`src/sv/sfr_pkg.sv`:
```
// Shared types and constants for the streaming find-and-replace block.
// No dependencies; imported by sfr_cell and stream_find_and_replace.
package sfr_pkg;

  // Default sizes of the held-byte chain and the replacement string
  localparam int PATTERN_MAX_DEF = 8;
  localparam int REPLACE_MAX_DEF = 8;

  // Configuration register geometry
  localparam int CFG_DATA_W = 64;
  localparam int CFG_LEN_W  = 4;
  localparam int REG_BYTES  = 8;
  localparam int MATCH_W    = 16;

  typedef logic [7:0] byte_t;

  // Configuration register indexes
  typedef enum logic [1:0] {
    CFG_PAT_LEN   = 2'd0,
    CFG_PAT_BYTES = 2'd1,
    CFG_REP_LEN   = 2'd2,
    CFG_REP_BYTES = 2'd3
  } cfg_idx_t;

endpackage

```
`src/sv/stream_find_and_replace.sv`:
```
// Streaming find-and-replace: top level with configuration registers,
// the chain of sfr_cell held-byte cells and the scan sequencer. Uses sfr_pkg.
//
// Usage:
//   Input transactions (in_valid/in_stall) carry one text byte and a flag
//   marking the last byte of the text. Output transactions (out_valid/
//   out_stall) carry one text byte each, or a bare end marker, with flags
//   for the last result of an input and of the whole text, plus the
//   saturating count of replacements made so far.
//   Configuration is a write-only port (cfg_we, cfg_index, cfg_data); write
//   it only while no transaction is in flight. Writing the pattern length
//   or pattern bytes discards any held partial match.
// Sequencing:
//   An input is taken in S_IDLE; the sequencer then moves to S_SCAN,
//   which emits held bytes from the head of the cell chain, or, when they
//   complete a match, to S_REPL, which emits the replacement bytes (none
//   for a match deleted by an empty replacement mid-text). An item that
//   only extends a partial match produces no result. The sequencer emits
//   one byte per cycle from the head of the cell chain or the replacement
//   when the output is not stalled, and registers each result it emits.
// Reset and stall:
//   rst_n (synchronous) empties the chain, zeroes the match count, loads
//   pattern length 1 and zeroes other config and sequencer registers, not
//   output data. A stalled result holds in the output register and no new
//   result is made; in_stall is high whenever an item is being worked on.
module stream_find_and_replace import sfr_pkg::*; #(
  parameter int PATTERN_MAX = PATTERN_MAX_DEF,
  parameter int REPLACE_MAX = REPLACE_MAX_DEF
) (
  input  logic                  clk,
  input  logic                  rst_n,
  // input channel
  input  logic                  in_valid,
  output logic                  in_stall,
  input  logic [7:0]            in_char,
  input  logic                  in_stream_end,
  // result channel
  output logic                  out_valid,
  input  logic                  out_stall,
  output logic [7:0]            out_char,
  output logic                  out_has_char,
  output logic                  out_run_last,
  output logic                  out_text_done,
  output logic [MATCH_W-1:0]    out_match_total,
  // configuration port
  input  logic                  cfg_we,
  input  logic [1:0]            cfg_index,
  input  logic [CFG_DATA_W-1:0] cfg_data
);

  localparam int CNT_W  = $clog2(PATTERN_MAX + 1);
  localparam int RCNT_W = $clog2(REPLACE_MAX + 1);
  localparam int RIDX_W = (REPLACE_MAX > 1) ? $clog2(REPLACE_MAX) : 1;

  typedef enum logic [1:0] {S_IDLE, S_SCAN, S_REPL} state_t;

  // Configuration registers
  logic [CFG_LEN_W-1:0]  cfg_plen_r;
  logic [CFG_DATA_W-1:0] cfg_pbytes_r;
  logic [CFG_LEN_W-1:0]  cfg_rlen_r;
  logic [CFG_DATA_W-1:0] cfg_rbytes_r;
  logic                  pat_wr;

  always_ff @(posedge clk) begin
    if (!rst_n) begin
      cfg_plen_r   <= CFG_LEN_W'(1);
      cfg_pbytes_r <= '0;
      cfg_rlen_r   <= '0;
      cfg_rbytes_r <= '0;
    end else if (cfg_we) begin
      unique case (cfg_idx_t'(cfg_index))
        CFG_PAT_LEN:   cfg_plen_r   <= cfg_data[CFG_LEN_W-1:0];
        CFG_PAT_BYTES: cfg_pbytes_r <= cfg_data;
        CFG_REP_LEN:   cfg_rlen_r   <= cfg_data[CFG_LEN_W-1:0];
        CFG_REP_BYTES: cfg_rbytes_r <= cfg_data;
        default:       ;
      endcase
    end
  end

  // Pattern writes discard held bytes
  assign pat_wr = cfg_we && ((cfg_idx_t'(cfg_index) == CFG_PAT_LEN) ||
                             (cfg_idx_t'(cfg_index) == CFG_PAT_BYTES));

  // Effective lengths, clamped to the chain and replacement sizes
  logic [CNT_W-1:0]  plen_eff;
  logic [RCNT_W-1:0] rlen_eff;

  always_comb begin
    if (cfg_plen_r == '0) begin
      plen_eff = CNT_W'(1);
    end else if (int'(cfg_plen_r) > PATTERN_MAX) begin
      plen_eff = CNT_W'(PATTERN_MAX);
    end else begin
      plen_eff = CNT_W'(cfg_plen_r);
    end
    if (int'(cfg_rlen_r) > REPLACE_MAX) begin
      rlen_eff = RCNT_W'(REPLACE_MAX);
    end else begin
      rlen_eff = RCNT_W'(cfg_rlen_r);
    end
  end

  // Replacement bytes by position; positions past the register read zero
  byte_t rep_arr [2**RIDX_W];

  for (genvar r = 0; r < 2**RIDX_W; r++) begin : g_rep
    if (r < REG_BYTES) begin : g_in
      assign rep_arr[r] = cfg_rbytes_r[8*r +: 8];
    end else begin : g_zero
      assign rep_arr[r] = '0;
    end
  end

  // Sequencer registers
  state_t             state_r,     state_nxt;
  logic [CNT_W-1:0]   count_r,     count_nxt;
  logic               end_r,       end_nxt;
  logic [RCNT_W-1:0]  rep_cnt_r,   rep_cnt_nxt;
  logic [MATCH_W-1:0] match_cnt_r, match_cnt_nxt;
  logic               out_valid_r, out_valid_nxt;
  byte_t              out_char_r,  out_char_nxt;
  logic               out_has_r,   out_has_nxt;
  logic               out_last_r,  out_last_nxt;
  logic               out_done_r,  out_done_nxt;
  logic [MATCH_W-1:0] out_total_r, out_total_nxt;

  // Chain of held-byte cells
  logic  load_en;
  logic  shift_en;
  byte_t cell_byte [PATTERN_MAX];
  logic  eq_here   [PATTERN_MAX];
  logic  eq_next   [PATTERN_MAX];

  for (genvar i = 0; i < PATTERN_MAX; i++) begin : g_cell
    byte_t pat_b;
    byte_t nbr_b;

    if (i < REG_BYTES) begin : g_pat
      assign pat_b = cfg_pbytes_r[8*i +: 8];
    end else begin : g_pat_zero
      assign pat_b = '0;
    end

    if (i < PATTERN_MAX - 1) begin : g_nbr
      assign nbr_b = cell_byte[i+1];
    end else begin : g_nbr_end
      assign nbr_b = '0;
    end

    sfr_cell u_cell (
      .clk      (clk),
      .load_en  (load_en && (count_r == CNT_W'(i))),
      .shift_en (shift_en),
      .new_byte (in_char),
      .nbr_byte (nbr_b),
      .pat_byte (pat_b),
      .byte_q   (cell_byte[i]),
      .eq_here  (eq_here[i]),
      .eq_next  (eq_next[i])
    );
  end

  // Prefix match of held bytes, now and after one shift
  logic all_ok;
  logic all_ok_next;
  logic full_match;

  always_comb begin
    all_ok      = 1'b1;
    all_ok_next = 1'b1;
    for (int i = 0; i < PATTERN_MAX; i++) begin
      if ((CNT_W'(i) < count_r) && !eq_here[i]) begin
        all_ok = 1'b0;
      end
      if ((CNT_W'(i + 1) < count_r) && !eq_next[i]) begin
        all_ok_next = 1'b0;
      end
    end
  end

  assign full_match = all_ok && (count_r == plen_eff);

  // Sequencer next state
  logic adv;
  assign adv = !out_valid_r || !out_stall;

  always_comb begin
    state_nxt     = state_r;
    count_nxt     = count_r;
    end_nxt       = end_r;
    rep_cnt_nxt   = rep_cnt_r;
    match_cnt_nxt = match_cnt_r;
    out_valid_nxt = out_valid_r && out_stall;
    out_char_nxt  = out_char_r;
    out_has_nxt   = out_has_r;
    out_last_nxt  = out_last_r;
    out_done_nxt  = out_done_r;
    out_total_nxt = out_total_r;
    load_en       = 1'b0;
    shift_en      = 1'b0;

    unique case (state_r)
      S_IDLE: begin
        if (in_valid) begin
          load_en   = 1'b1;
          count_nxt = count_r + CNT_W'(1);
          end_nxt   = in_stream_end;
          state_nxt = S_SCAN;
        end
      end

      S_SCAN: begin
        if (full_match) begin
          // whole pattern held: count it and play out the replacement
          if (match_cnt_r != '1) begin
            match_cnt_nxt = match_cnt_r + MATCH_W'(1);
          end
          count_nxt   = '0;
          rep_cnt_nxt = '0;
          state_nxt   = S_REPL;
        end else if (end_r) begin
          // end of text: flush everything held
          if (adv) begin
            shift_en      = 1'b1;
            count_nxt     = count_r - CNT_W'(1);
            out_valid_nxt = 1'b1;
            out_char_nxt  = cell_byte[0];
            out_has_nxt   = 1'b1;
            out_last_nxt  = (count_r == CNT_W'(1));
            out_done_nxt  = (count_r == CNT_W'(1));
            out_total_nxt = match_cnt_r;
            if (count_r == CNT_W'(1)) begin
              state_nxt = S_IDLE;
            end
          end
        end else if (all_ok) begin
          // still a partial match: hold and wait for more
          state_nxt = S_IDLE;
        end else if (adv) begin
          // head byte cannot start a match: emit it and realign
          shift_en      = 1'b1;
          count_nxt     = count_r - CNT_W'(1);
          out_valid_nxt = 1'b1;
          out_char_nxt  = cell_byte[0];
          out_has_nxt   = 1'b1;
          out_last_nxt  = all_ok_next;
          out_done_nxt  = 1'b0;
          out_total_nxt = match_cnt_r;
          if (all_ok_next) begin
            state_nxt = S_IDLE;
          end
        end
      end

      S_REPL: begin
        if (rlen_eff == '0) begin
          // match deleted; bare end marker if the text ends here
          if (!end_r) begin
            state_nxt = S_IDLE;
          end else if (adv) begin
            out_valid_nxt = 1'b1;
            out_char_nxt  = '0;
            out_has_nxt   = 1'b0;
            out_last_nxt  = 1'b1;
            out_done_nxt  = 1'b1;
            out_total_nxt = match_cnt_r;
            state_nxt     = S_IDLE;
          end
        end else if (adv) begin
          out_valid_nxt = 1'b1;
          out_char_nxt  = rep_arr[rep_cnt_r[RIDX_W-1:0]];
          out_has_nxt   = 1'b1;
          out_last_nxt  = (rep_cnt_r + RCNT_W'(1) == rlen_eff);
          out_done_nxt  = end_r && (rep_cnt_r + RCNT_W'(1) == rlen_eff);
          out_total_nxt = match_cnt_r;
          rep_cnt_nxt   = rep_cnt_r + RCNT_W'(1);
          if (rep_cnt_r + RCNT_W'(1) == rlen_eff) begin
            state_nxt = S_IDLE;
          end
        end
      end

      default: state_nxt = S_IDLE;
    endcase

    // pattern change drops the held partial match
    if (pat_wr) begin
      count_nxt = '0;
    end
  end

  // State and registered outputs
  always_ff @(posedge clk) begin
    if (!rst_n) begin
      state_r     <= S_IDLE;
      count_r     <= '0;
      end_r       <= 1'b0;
      rep_cnt_r   <= '0;
      match_cnt_r <= '0;
      out_valid_r <= 1'b0;
    end else begin
      state_r     <= state_nxt;
      count_r     <= count_nxt;
      end_r       <= end_nxt;
      rep_cnt_r   <= rep_cnt_nxt;
      match_cnt_r <= match_cnt_nxt;
      out_valid_r <= out_valid_nxt;
    end
    out_char_r  <= out_char_nxt;
    out_has_r   <= out_has_nxt;
    out_last_r  <= out_last_nxt;
    out_done_r  <= out_done_nxt;
    out_total_r <= out_total_nxt;
  end

  assign in_stall        = (state_r != S_IDLE);
  assign out_valid       = out_valid_r;
  assign out_char        = out_char_r;
  assign out_has_char    = out_has_r;
  assign out_run_last    = out_last_r;
  assign out_text_done   = out_done_r;
  assign out_match_total = out_total_r;

endmodule

```
`src/sv/sfr_cell.sv`:
```
// One cell of the held-byte chain: stores a byte, compares it and the byte of
// its right-hand neighbour against its pattern byte. Uses sfr_pkg.
module sfr_cell import sfr_pkg::*; (
  input  logic  clk,
  input  logic  load_en,
  input  logic  shift_en,
  input  byte_t new_byte,
  input  byte_t nbr_byte,
  input  byte_t pat_byte,
  output byte_t byte_q,
  output logic  eq_here,
  output logic  eq_next
);

  byte_t byte_r;

  // Append a new byte here, or take the neighbour's byte on a shift
  always_ff @(posedge clk) begin
    if (load_en) begin
      byte_r <= new_byte;
    end else if (shift_en) begin
      byte_r <= nbr_byte;
    end
  end

  // Compare for the current alignment and for the one after a shift
  assign eq_here = (byte_r == pat_byte);
  assign eq_next = (nbr_byte == pat_byte);
  assign byte_q  = byte_r;

endmodule
```
`config.mk`:
```
export PLATFORM = sky130hd
export DESIGN_NAME = stream_find_and_replace
export DESIGN_NICKNAME = d
export VERILOG_FILES = /design/src/sv/sfr_pkg.sv /design/src/sv/stream_find_and_replace.sv /design/src/sv/sfr_cell.sv
export SDC_FILE = /design/constraint.sdc
export NUM_CORES = 1
export LEC_CHECK = 0
export ABC_CLOCK_PERIOD_IN_PS = 3710
export BUFFER_PORTS_ARGS = -buffer_cell sky130_fd_sc_hd__buf_2
export CAP_MARGIN = 10
export CORE_UTILIZATION = 45
export CTS_CLUSTER_DIAMETER = 40
export CTS_CLUSTER_SIZE = 10
export DETAILED_ROUTE_END_ITERATION = 12
export SLEW_MARGIN = 30
export SYNTH_ARGS = -nofsm -noshare
export SYNTH_HDL_FRONTEND = slang
export SYNTH_SLANG_ARGS = --single-unit
```
`constraint.sdc`:
```
create_clock -name clk -period 3.71 [get_ports clk]
set_input_delay 0.742 -clock clk [delete_from_list [all_inputs] [get_ports clk]]
set_output_delay 0.742 -clock clk [all_outputs]
set_load 0.1 [all_outputs]
```
After elaboration in Yosys (flattened, before gate mapping)
Index checks and enable logic that the tools add are counted.
Widths: inputs -> output; s select.
{ "word_totals": {"register_bits": 255, "in_bits": 80, "out_inout_bits": 29, "wordCells": 283} }
{ "op_classes": {"add_sub_neg": 4, "order_cmp": 12, "n_eq_ne": 47, "n_mux": 116, "bitwise_logic": 2, "reduce_logical": 79} }
{ "ops": {"columns": ["cell", "n"], "rows": [
  ["$mux 8", 26],
  ["$eq 8x8->1", 15],
  ["$mux 16", 6],
  ["$mux 1", 50],
  ["$mux 4", 11],
  ["$pmux 16 s2", 1],
  ["$logic_and 1x1->1", 28],
  ["$mux 2", 13],
  ["$bmux 8 s3", 1],
  ["$reduce_bool 2->1", 11],
  ["$logic_not 1->1", 18],
  ["$ne 3x3->1 const B", 6],
  ["$add 16x1->16 const B", 1],
  ["$eq 4x3->1 const B", 4],
  ["$lt 3x4->1 const A", 4],
  ["$ne 16x16->1 const B", 1],
  ["$ne 4x4->1 const B", 4],
  ["$pmux 4 s2", 2],
  ["$pmux 8 s2", 1],
  ["$logic_not 4->1", 3],
  ["$ne 2x2->1 const B", 6],
  ["$reduce_and 2->1", 5],
  ["$reduce_and 5->1", 2],
  ["$add 4x1->4 const B", 2],
  ["24 further kinds", 39]
]} }

Logic depth before layout (Yosys ltp)
Gate-level depths: netlist of the first run.
{ "logic_depth": {"ltp_word": 17, "depth_mapped": 13, "mapped_depth_nobuf": 10} }

By module
Synthesis of the first run repeated with hierarchy kept, for this count alone.
{ "unflattened": {"hier_cells": 1262, "hier_area_um2": 12554.5} }
{ "by_module_without_submodules": {"columns": ["module", "n_inst", "cells_each", "area_each_um2", "seq_area_each_um2"], "rows": [
  ["stream_find_and_replace", 1, 942, 8150.3, 4093.9],
  ["sfr_cell", 8, 40, 550.5, 240.2]
]} }

Worst setup path before layout of the first run
OpenSTA, ideal clock, no wires.
{ "synth_path": {"path_kind": "register -> register", "start": "register count_r[1]", "end": "register out_total_r[0], in the netlist out_match_total[0], enable pin", "setup_ns": 0.388, "t_arrival_ns": 2.350, "t_required_ns": 3.322, "setup_slack_ns": 0.972, "path_stages_with_launch": 10, "n_path_buf": 1, "cell_sequence": "dfxtp_1 buf_2 inv_1 ha_1 o21a_1 a21oi_1 nor4_4 nand3_1 o211ai_1 nor2_1"} }
{ "synth_between": {"elab_chain_cells": 13} }
{ "synth_rtl": {"columns": ["element", "line_no", "rtl"], "rows": [
  ["start: declaration", "stream_find_and_replace.sv:117", "logic [CNT_W-1:0] count_r, count_nxt;"],
  ["start signal: assignment", "stream_find_and_replace.sv:304", "count_r <= count_nxt;"],
  ["$lt 1x4->1", "stream_find_and_replace.sv:173", "if ((CNT_W'(i) < count_r) && !eq_here[i]) begin"],
  ["$logic_and 1x1->1", "stream_find_and_replace.sv:173", null],
  ["$mux 1 (8 in series)", "stream_find_and_replace.sv:173", null],
  ["$logic_and 1x1->1", "stream_find_and_replace.sv:182", "assign full_match = all_ok && (count_r == plen_eff);"],
  ["$ne 2x2->1 (no source line)", null, null],
  ["$reduce_and 4->1 (no source line) (*)", null, null],
  ["end signal: assignment", "stream_find_and_replace.sv:314", "out_total_r <= out_total_nxt;"],
  ["end: declaration", "stream_find_and_replace.sv:126", "logic [MATCH_W-1:0] out_total_r, out_total_nxt;"]
]} }
Mark *: on every way between the ends. The rest lies on a longest branch, timed or not.
A chain may end at the register's enable or synchronous reset.

Final worst setup path of the first run
{ "layout_path": {"start": "register g_cell[6].u_cell.byte_r[7]", "end": "register g_cell[7].u_cell.byte_r[6], enable pin"} }
{ "layout_between": {"elab_chain_cells": 10} }
{ "layout_rtl": {"columns": ["element", "line_no", "rtl"], "rows": [
  ["start: declaration", "sfr_cell.sv:15", "byte_t byte_r;"],
  ["start signal: assignment", "sfr_cell.sv:20", "byte_r <= new_byte;"],
  ["start signal: assignment", "sfr_cell.sv:22", "byte_r <= nbr_byte;"],
  ["$eq 8x8->1 (*)", "sfr_cell.sv:27", "assign eq_here = (byte_r == pat_byte);"],
  ["$logic_not 1->1 (*)", "stream_find_and_replace.sv:173", null],
  ["$logic_and 1x1->1 (*)", "stream_find_and_replace.sv:173", null],
  ["$mux 1 (*) (2 in series)", "stream_find_and_replace.sv:173", null],
  ["$mux 1", "stream_find_and_replace.sv:237", "end else if (all_ok) begin"],
  ["$mux 1", "stream_find_and_replace.sv:222", "end else if (end_r) begin"],
  ["$mux 1 (*)", "stream_find_and_replace.sv:214", "if (full_match) begin"],
  ["$mux 1 (*)", "stream_find_and_replace.sv:203", "unique case (state_r)"],
  ["$reduce_bool 2->1 (no source line) (*)", null, null],
  ["end signal: assignment", "sfr_cell.sv:20", null],
  ["end signal: assignment", "sfr_cell.sv:22", null],
  ["end: declaration", "sfr_cell.sv:15", null]
]} }
Marks and branches as above.

==> results of run 1 <==
Yosys cell counts (2+ instances only):
master      n  area [sq um]
a21oi_1   155           776
a22oi_1     3          22.5
a311oi_1    2          17.5
a31oi_1     3          18.8
and2_1     11          68.8
and3_1      9          56.3
buf_1       7          26.3
buf_2       4          20.0
buf_6       4          45.0
clkbuf_1   47           176
dfxtp_1   164          3280
edfxtp_1   91          2730
ha_1       10           125
inv_1      19          71.3
mux2_2     56           631
mux2i_1    21           210
mux4_2     16           360
nand2_1   301          1130
nand2b_1    9          56.3
nand3_1    10          50.1
nand3_4     2          35.0
nand3b_1    2          15.0
nand4_1    20           125
nor2_1     32           120
nor3_1      4          20.0
nor4_1     25           156
o211ai_1    4          30.0
o21a_1      4          30.0
o21ai_0    17          85.1
o21ai_1    10          50.1
o22ai_1    10          62.6
o41ai_1     2          17.5
or2_2       2          12.5
or3_1       4          25.0
or4_1       4          30.0
xnor2_1    45           394
xor2_1     86           753
power groups by stage:
| stage | Sequential [mW] | Combinational (mW) | Clock [mW] |
|---|---|---|---|
| floorplan | 4.92 | 1.95 | 0 |
| finish | 4.25 | 3.42 | 3.93 |
| global placement | 4.28 | 3.37 | 0 |
| CTS | 4.25 | 3.42 | 3.96 |
| global route | 4.31 | 3.67 | 4.09 |
| detailed placement | 4.30 | 3.39 | 0 |
per-stage QoR:
stage / total power, mW / area, sq um / utilization / instances / hold slack (ps)
floorplan: 6.87 / 12100 / - / 1241 / 408
global placement: 7.65 / 13000 / 0.494 / 1638 / 441
detailed placement: 7.68 / 13000 / 0.494 / 1638 / 445
CTS: 11.6 / 14400 / 0.550 / 1715 / 452
global route: 12.1 / 14400 / 0.550 / 1715 / 467
finish: 11.6 / 14400 / 0.550 / 1715 / 452
flip-flops by register name, summed over array words and instances, names as in the netlist, 2 cells and up:
signal	cells
cfg_pbytes_r	64
cfg_plen_r	4
cfg_rbytes_r	64
cfg_rlen_r	4
count_r	4
g_cell.u_cell.byte_q	64
match_cnt_r	16
out_char	8
out_match_total	16
rep_cnt_r	4
state_r	2
worst max-delay path, delay by kind of cell (launching register included):
kind | cells | cell delay, ps
AO/OA/AOI/OAI | 3 | 840
XOR/XNOR | 1 | 180
flip-flops | 1 | 460
AND/OR/NAND/NOR | 4 | 1380
worst max-delay path by stage:
stage	from	endpoint	depth (start not counted)
finish	g_cell[6].u_cell.byte_q[7]	g_cell[7].u_cell.byte_q[6]	8
global route	g_cell[3].u_cell.byte_q[7]	g_cell[7].u_cell.byte_q[6]	8
CTS	g_cell[3].u_cell.byte_q[7]	g_cell[7].u_cell.byte_q[3]	8
detailed placement	g_cell[6].u_cell.byte_q[6]	g_cell[7].u_cell.byte_q[4]	8
global placement	g_cell[6].u_cell.byte_q[6]	g_cell[7].u_cell.byte_q[7]	8
floorplan	count_r[1]	out_match_total[0]	9
metal layers:
metal / global-route usage / up-vias / wire [microns]
met5: 0 / - / 0
met4: 0.0780 / 0 / 814
met3: 0.0374 / 55 / 1870
met2: 0.408 / 307 / 16100
met1: 0.344 / 4586 / 15700
li1: - / 4572 / -
cells in the final DEF (no fill, tap or decap), types with 8 or more instances in the layout:
master,count
mux2_2,56
clkbuf_1,8
nand3_1,9
and3_1,8
o21ai_1,10
nor2_1,31
mux4_2,16
nand2b_1,9
xnor2_1,45
nand2_1,301
o22ai_1,10
nor4_1,25
mux2i_1,21
a21oi_1,155
dfxtp_1,164
nand4_1,20
inv_1,19
edfxtp_1,91
ha_1,10
clkbuf_16,50
buf_2,108
o21ai_0,17
and2_1,11
xor2_1,86
buf_4,14
final cells by class:
type	count	area, sq um
Timing Repair Buffer	125	706
Sequential cell	255	6020
Multi-Input combinational cell	903	5770
Clock inverter	16	130
Tap cell	335	419
Fill cell	2392	11800
Clock buffer	61	1320
Inverter	20	80.1
logic make-up after synthesis:
kind of cell | share of synthesized area
AO/OA/AOI/OAI | 0.106
XOR/XNOR | 0.0946
adder cells (fa/ha/maj) | 0.0103
buffers and inverters | 0.0289
flip-flops | 0.496
multiplexers | 0.0991
AND/OR/NAND/NOR | 0.165
==> flow_summary_export.csv, run 1 <==
group,metric,value,unit
power_and_ir_drop,peakVddDrop,0.000375,V
synth,yosys_warnings,0,
worst_setup_path,crit_required,3890,ps
power_and_ir_drop,switching_power,4.19,mW
clocking,clk_pin_slew,50,ps
hold_path,min_to,"cfg_rbytes_r[9]",
clocking,clk-insertion-delay-late,530,ps
synth,ys_ff_latch,255,
floorplanning,coreArea,26300,sq um
power_and_ir_drop,power.internal,7.40,mW
worst_setup_path,crit_arrival,3390,ps
finish,syn2layout_area_growth,19.1,%
timing,worst_pin_slew,807,ps
floorplanning,die_w,166,microns
timing,maxSlewHeadroom,0.461,
hold_path,hp-class,"register to register",
drt,routed_wl,34.5,mm
clocking,cts_resized,0,
hold_path,min-delay-start,"cfg_rbytes_r[9]",
worst_setup_path,critPathMaxFanout,8,
timing,worst_slack,499,ps
run_status,violations,"design-rule violations",
timing,max_clock_freq,311,MHz
finish,drive_gt1_frac,0.205,
worst_setup_path,critical_path.cell_chain,"xor2_1 -> nor4_1 -> a21oi_1 -> nor4_4 -> nand3_1 -> o21ai_1 -> or2_1 -> o21ai_1",
power_and_ir_drop,p_sw_frac,0.361,
place,dp_slack,512,ps
worst_setup_path,cp_common_cell,"o21ai_1",
floorplanning,die_area,27600,sq um
global_route,antenna_found_initial,0,
clocking,ctsLongestPathBuffers,3,
synth,ys.flop_type,"dfxtp_1",
timing,min_period,3210,ps
clocking,numCtsBuffers,42,
clocking,ctsHoldBuffers,0,
synth,synth_cell_type_count,63,
drt,dr_total_vias,9520,
global_route,gr-total-overflow,0,
clocking,cts_setup_buffers,0,
power_and_ir_drop,pwr_density_cell,802,nW/um^2
timing,min_period_over_period,0.865,
place,port_buffers,108,
synth,synth_cells,1241,
worst_setup_path,slowest_delay,520,ps
timing,grt_setup_unrepaired,"false",
worst_setup_path,r2r_slack,500,ps
drt,wl_per_cell,20.1,microns
worst_setup_path,reg2reg_to,"g_cell[7].u_cell.byte_q[6]",
floorplanning,rows,59,
synth,synth-edff-count,91,
timing,hold_viol_final,0,
clocking,cts.htree.levels,2,
finish,n_antenna_cell,0,
clocking,cts.sink_count,255,
finish,finalNetCount,1437,
synth,synth_area_per_cell,9.77,sq um
worst_setup_path,crit_type,"register to register",
global_route,grt_max_degree,89,
timing,setup_viol,0,
drt,drc,6,
flow_run,drv_cap,0,
synth,yosysSeqAreaShare,0.496,
worst_setup_path,critPathSlowestCell,"nor4_1",
place,place.gp.congestion,0.852,
global_route,gr-usage-all-layers,0.251,
worst_setup_path,r2r_start,"g_cell[6].u_cell.byte_q[7]",
drt,drtPass1Iterations,12,
clocking,cts_tree,"built",
floorplanning,dieHeight,166,microns
drt,drt_iter0_markers,728,
drt,viasPerCell,5.55,
timing,finClkSkew,12.1,ps
timing,drv_slew,0,
synth,syn_nets,1331,
synth,synthArstFlopShare,0,
global_route,grt_pass1_vias,9284,
power_and_ir_drop,p_leak,5.49,nW
power_and_ir_drop,clock_power_share,0.339,
global_route,grt_first_pass_wirelength,53.5,mm
worst_setup_path,worst_setup_path_start_kind,"register",
floorplanning,initial_core_util,0.461,
timing,tns,0,ps
place,dp_hpwl,25.2,mm
run_status,outcome,"complete, but fails checks",
hold_path,hold_depth,2,
worst_setup_path,reg2regPathDepth,8,
floorplanning,pin_count,109,
worst_setup_path,endpoint_kind,"register",
power_and_ir_drop,p_comb_frac,0.295,
clocking,ctsRootBufferMaster,"clkbuf_16",
drt,ant_nets,0,
power_and_ir_drop,power_frac_seq,0.366,
synth,syn_area,12100,sq um
No activity file was read; power rests on OpenSTA's default activity.
==> run 2: changes to the inputs <==
--- a/config.mk
+++ b/config.mk
@@ -12,6 +12,7 @@
 export CTS_CLUSTER_DIAMETER = 40
 export CTS_CLUSTER_SIZE = 10
 export DETAILED_ROUTE_END_ITERATION = 12
+export RECOVER_POWER = 50
 export SLEW_MARGIN = 30
 export SYNTH_ARGS = -nofsm -noshare
 export SYNTH_HDL_FRONTEND = slang
==> run 2 against run 1 <==
Register-to-register slack barely moved; sequential share of layout area increased by 0.17 points; the flow finishes with violations (design-rule violations, max-capacitance violations, max-slew violations); setup slack worse by 4.7 ps; design area shrank 0.42%; clock-buffer cell count did not move; largest cell class unchanged; combinational power hardly changed; largest power group unchanged; global-route usage unchanged.
==> flow_summary_export.csv, run 2 (same netlist as run 1, synthesis figures left out) <==
group,metric,value,unit
worst_setup_path,reg2regPathDepth,8,
timing,hold_ws,451,ps
worst_setup_path,worst_setup_path_start_kind,"register",
finish,layout_commonest_cell,"nand2_1",
drt,ant_nets,0,
worst_setup_path,r2r_slack,490,ps
timing,finClkSkew,13.4,ps
clocking,cts_setup_buffers,0,
worst_setup_path,endpoint_kind,"register",
timing,maxSlewHeadroom,-0.122,
power_and_ir_drop,power_frac_seq,0.367,
clocking,clk-insertion-delay-late,530,ps
place,place.gp.congestion,0.852,
drt,drt_iter0_markers,722,
clocking,numCtsBuffers,42,
global_route,grt_pass1_vias,9284,
flow_run,drv_cap,2,
timing,setup_viol,0,
power_and_ir_drop,p_leak,5.39,nW
floorplanning,die_w,166,microns
global_route,gr-usage-all-layers,0.251,
worst_setup_path,r2r_start,"g_cell[6].u_cell.byte_q[7]",
global_route,antenna_found_initial,0,
clocking,clk_pin_slew,50,ps
global_route,grt_first_pass_wirelength,53.5,mm
worst_setup_path,crit_arrival,3390,ps
clocking,cts.sink_count,255,
finish,final_cell_mix,"301 x nand2_1, 164 x dfxtp_1, 155 x a21oi_1",
place,dp_hpwl,25.2,mm
drt,viasPerCell,5.54,
drt,route.met2.wl,16.0,mm
power_and_ir_drop,switching_power,4.19,mW
place,port_buffers,108,
drt,dr_wl_met3,1.94,mm
power_and_ir_drop,p_comb_frac,0.293,
finish,stdcell_area,14400,sq um
finish,syn2layout_area_growth,18.6,%
place,place_area,13000,sq um
clocking,cts_tree,"built",
hold_path,hold_depth,2,
clocking,ctsHoldBuffers,0,
timing,hold_viol_final,0,
worst_setup_path,crit_required,3890,ps
floorplanning,initial_core_util,0.461,
timing,tns,0,ps
power_and_ir_drop,pwr_density_cell,804,nW/um^2
drt,wl_per_cell,20.1,microns
timing,worst_pin_slew,1680,ps
clocking,cts.htree.levels,2,
timing,drv_slew,107,
drt,dr_total_vias,9502,
hold_path,hp-class,"register to register",
power_and_ir_drop,power.internal,7.37,mW
drt,routed_wl,34.4,mm
global_route,grt_max_degree,89,
floorplanning,rows,59,
global_route,gr-total-overflow,0,
drt,drtPass1Iterations,9,
finish,finalNetCount,1437,
run_status,violations,"design-rule violations, max-capacitance violations, max-slew violations",
timing,min_period,3220,ps
timing,min_period_over_period,0.867,
finish,n_antenna_cell,0,
floorplanning,pin_count,109,
floorplanning,coreArea,26300,sq um
clocking,cts_resized,0,
power_and_ir_drop,clock_power_share,0.340,
worst_setup_path,reg2reg_to,"g_cell[7].u_cell.byte_q[6]",
clocking,ctsRootBufferMaster,"clkbuf_16",
worst_setup_path,crit_type,"register to register",
clocking,ctsLongestPathBuffers,3,
finish,drive_gt1_frac,0.183,
worst_setup_path,critPathMaxFanout,8,
drt,met1_length,15.7,mm
timing,grt_setup_unrepaired,"false",
drt,routed.top_layer,"met4",
power_and_ir_drop,peakVddDrop,0.000373,V
floorplanning,dieHeight,166,microns
timing,max_clock_freq,311,MHz
floorplanning,die_area,27600,sq um
hold_path,min-delay-start,"cfg_rbytes_r[48]",
power_and_ir_drop,p_sw_frac,0.363,
run_status,outcome,"complete, but fails checks",
drt,drc,8,
hold_path,min_to,"cfg_rbytes_r[48]",
[run 2: cell count changes in the layout (fill, tap and decap cells not counted), sizes merged]
cell      previous run  this run
buf                125        94
inv                 23        22
clkbuf              61        92
clkinvlp             2         3
[run 2: layer usage]
layer	up-vias	track usage
met5	-	0
met4	0	0.0780
met3	54	0.0374
met2	304	0.408
met1	4575	0.344
li1	4569	-
[run 2: stage by stage]
stage               power [mW]  instances   util  setup WS (ps)
floorplan                 6.87       1241      -            972
global placement          7.65       1638  0.494            520
detailed placement        7.68       1638  0.494            512
CTS                       11.6       1715  0.550            520
global route              12.0       1715  0.547            302
finish                    11.6       1715  0.547            494
[run 2: final cells by class]
class	count	area (sq um)
Sequential cell	255	6020
Clock buffer	61	1320
Multi-Input combinational cell	903	5770
Fill cell	2405	11900
Clock inverter	16	130
Timing Repair Buffer	125	647
Tap cell	335	419
Inverter	20	78.8
[run 2: worst max-delay path by stage]
stage	endpoint	depth (start not counted)	from
global route	g_cell[7].u_cell.byte_q[6]	8	g_cell[3].u_cell.byte_q[7]
floorplan	out_match_total[0]	9	count_r[1]
global placement	g_cell[7].u_cell.byte_q[7]	8	g_cell[6].u_cell.byte_q[6]
detailed placement	g_cell[7].u_cell.byte_q[4]	8	g_cell[6].u_cell.byte_q[6]
CTS	g_cell[7].u_cell.byte_q[3]	8	g_cell[3].u_cell.byte_q[7]
finish	g_cell[7].u_cell.byte_q[6]	8	g_cell[6].u_cell.byte_q[7]
[run 2: power groups by stage]
stage	clock network [mW]	registers, mW	logic [mW]
2_1_floorplan	0	4.92	1.95
3_3_place_gp	0	4.28	3.37
3_5_place_dp	0	4.30	3.39
4_1_cts	3.96	4.25	3.42
5_1_grt	4.09	4.32	3.64
6_report	3.93	4.25	3.39
[run 2: critical path: stages, from the launching register on]
cell,delay (ps)
edfxtp_1,460
xor2_1,180
nor4_1,520
a21oi_1,240
nor4_4,270
nand3_1,200
o21ai_1,210
or2_1,390
o21ai_1,390
==> run 3: changes to the inputs <==
--- a/config.mk
+++ b/config.mk
@@ -5,6 +5,7 @@
 export SDC_FILE = /design/constraint.sdc
 export NUM_CORES = 1
 export LEC_CHECK = 0
+export ABC_AREA = 1
 export ABC_CLOCK_PERIOD_IN_PS = 3710
 export BUFFER_PORTS_ARGS = -buffer_cell sky130_fd_sc_hd__buf_2
 export CAP_MARGIN = 10
==> run 3 against run 2 <==
The flow finishes with violations (max-capacitance violations, max-slew violations); power is 0.70% higher; clock skew grew 9.0 ps; clock power shrank 9.7%; sequential share of layout area down 0.28 points; fmax rose by 4.2%; critical path depth down 3; design area grew 0.67%; synthesized area increased by 2.6%; global-route usage decreased by 0.28 points; cell count rose by 19%; setup slack better by 130 ps; combinational power increased by 12%; critical path type is now primary input to register; largest power group unchanged; highest routed layer unchanged.
==> flow_summary_export.csv, run 3 <==
group,metric,value,unit
run_status,outcome,"complete, but fails checks",
run_status,violations,"max-capacitance violations, max-slew violations",
global_route,grt_max_degree,89,
floorplanning,initial_core_util,0.460,
drt,drt_iter0_markers,837,
power_and_ir_drop,p_leak,5.70,nW
synth,synth_area_per_cell,7.93,sq um
clocking,cts_tree,"built",
clocking,numCtsBuffers,40,
clocking,cts_resized,0,
synth,yosys.cell_count.top_type,"nand2_1",
finish,n_antenna_cell,0,
timing,maxSlewHeadroom,-0.265,
synth,yosysTopAreaCellShare,0.264,
flow_run,drv_cap,2,
timing,finClkSkew,22.4,ps
clocking,clk_pin_slew,50,ps
timing,setup_viol,0,
finish,layout_commonest_cell,"nand2_1",
clocking,cts_setup_buffers,0,
clocking,ctsHoldBuffers,0,
worst_setup_path,critical_path.cell_chain,"clkbuf_1 -> nand3_1 -> clkbuf_4 -> o21ai_0 -> a21oi_1",
place,port_buffers,108,
global_route,gr-usage-all-layers,0.248,
worst_setup_path,crit_arrival,3460,ps
synth,ys.flop_type,"dfxtp_1",
clocking,cts.sink_count,255,
drt,route.met2.wl,16.2,mm
worst_setup_path,slowest_delay,1110,ps
place,place.gp.congestion,0.945,
floorplanning,rows,60,
synth,yosysSeqAreaShare,0.483,
floorplanning,pin_count,109,
timing,max_clock_freq,324,MHz
synth,synth-edff-count,91,
timing,drv_slew,95,
finish,final.fill_count,2591,
timing,hold_viol_final,0,
synth,yosys_warnings,0,
timing,min_period,3080,ps
worst_setup_path,critPathMaxFanout,88,
drt,drtPass1Iterations,5,
drt,wl_per_cell,17.2,microns
drt,dr_total_vias,10700,
floorplanning,dieHeight,168,microns
global_route,grt_pass1_vias,10000,
synth,syn_area,12400,sq um
synth,syn_nets,1660,
drt,met1_length,16.1,mm
global_route,gr-total-overflow,0,
clocking,ctsRootBufferMaster,"clkbuf_16",
power_and_ir_drop,peakVddDrop,0.000358,V
worst_setup_path,endpoint_kind,"register",
drt,routed.top_layer,"met4",
drt,routed_wl,35.0,mm
synth,synth_area_leader_cell,"dfxtp_1",
worst_setup_path,crit_required,4090,ps
floorplanning,die_w,168,microns
floorplanning,coreArea,27000,sq um
synth,synth_area_leaders,"dfxtp_1 26%, edfxtp_1 22%, o21ai_0 9.7%, nand2_1 9.5%, a21oi_1 7.2%",
finish,final_cell_mix,"314 x nand2_1, 241 x o21ai_0, 191 x inv_1",
power_and_ir_drop,pwr_density_cell,804,nW/um^2
finish,final_util,0.536,
finish,finalNetCount,1751,
global_route,grt_first_pass_wirelength,54.4,mm
synth,synthArstFlopShare,0,
finish,syn2layout_area_growth,16.4,%
worst_setup_path,critPathSlowestCell,"nand3_1",
synth,synth_cells,1570,
clocking,ctsLongestPathBuffers,3,
clocking,clk-insertion-delay-late,530,ps
hold_path,hp-class,"register to register",
timing,worst_pin_slew,1890,ps
drt,ant_nets,0,
synth,ys_ff_latch,255,
synth,synth_common_cells,"314 x nand2_1, 241 x o21ai_0, 191 x inv_1, 179 x a21oi_1, 164 x dfxtp_1",
floorplanning,die_area,28300,sq um
drt,drc,0,
global_route,antenna_found_initial,0,
timing,grt_setup_unrepaired,"false",
clocking,cts.htree.levels,2,
drt,dr_wl_met3,1.60,mm
worst_setup_path,worst_setup_path_start_kind,"primary input",
drt,viasPerCell,5.24,
timing,tns,0,ps
worst_setup_path,crit_type,"primary input to register",
finish,drive_gt1_frac,0.109,
place,dp_hpwl,25.5,mm
timing,min_period_over_period,0.831,
synth,synth_cell_type_count,42,
run 3: cell type report:
type | count | area [sq um] | share of cell area
Multi-Input combinational cell | 1047 | 5380 | 0.372
Clock inverter | 14 | 126 | 0.00872
Timing Repair Buffer | 118 | 619 | 0.0428
Inverter | 199 | 747 | 0.0516
Clock buffer | 59 | 1170 | 0.0805
Tap cell | 341 | 427 | 0.0295
Sequential cell | 255 | 6020 | 0.415
run 3: cells by family after synthesis:
kind of cell / share of synthesized area
fa+ha+maj: 0.0101
xor+xnor: 0.0753
buf+inv: 0.0845
compound gates: 0.192
simple gates: 0.155
flops: 0.483
run 3: power breakdown:
part	internal, mW	switching (mW)	total [mW]
Clock	2.26	1.30	3.55
Sequential	3.76	0.540	4.30
Combinational	1.05	2.74	3.79
Total	7.07	4.58	11.6
run 3: stage by stage:
step	instance area, sq um	setup WS (ps)	std cells	total power [mW]	hold slack [ps]
floorplan	12400	741	1570	7.28	420
global placement	13200	849	1960	8.11	429
detailed placement	13200	766	1960	8.15	433
CTS	14500	762	2033	11.7	441
global route	14500	368	2033	12.2	454
finish	14500	625	2033	11.6	440
run 3: worst paths after layout:
kind                    start                    endpoint  slack (ps)  cells after the start
max                    cfg_we            cfg_rbytes_r[25]         630                      5
min          cfg_rbytes_r[51]            cfg_rbytes_r[51]         440                      2
max reg2reg        count_r[0]  g_cell[5].u_cell.byte_q[1]         740                     11
min reg2reg  cfg_rbytes_r[51]            cfg_rbytes_r[51]         440                      2
run 3: metal layers:
metal | global-route usage | vias to the layer above
li1 | - | 5367
met1 | 0.330 | 4926
met2 | 0.412 | 303
met3 | 0.0320 | 66
met4 | 0.0909 | 0
met5 | 0 | -
run 3: worst max-delay path: cells and delay by family:
family / cells / cell delay [ps]
AND/OR/NAND/NOR: 1 / 1110
AO/OA/AOI/OAI: 2 / 480
buffers and inverters: 2 / 1060
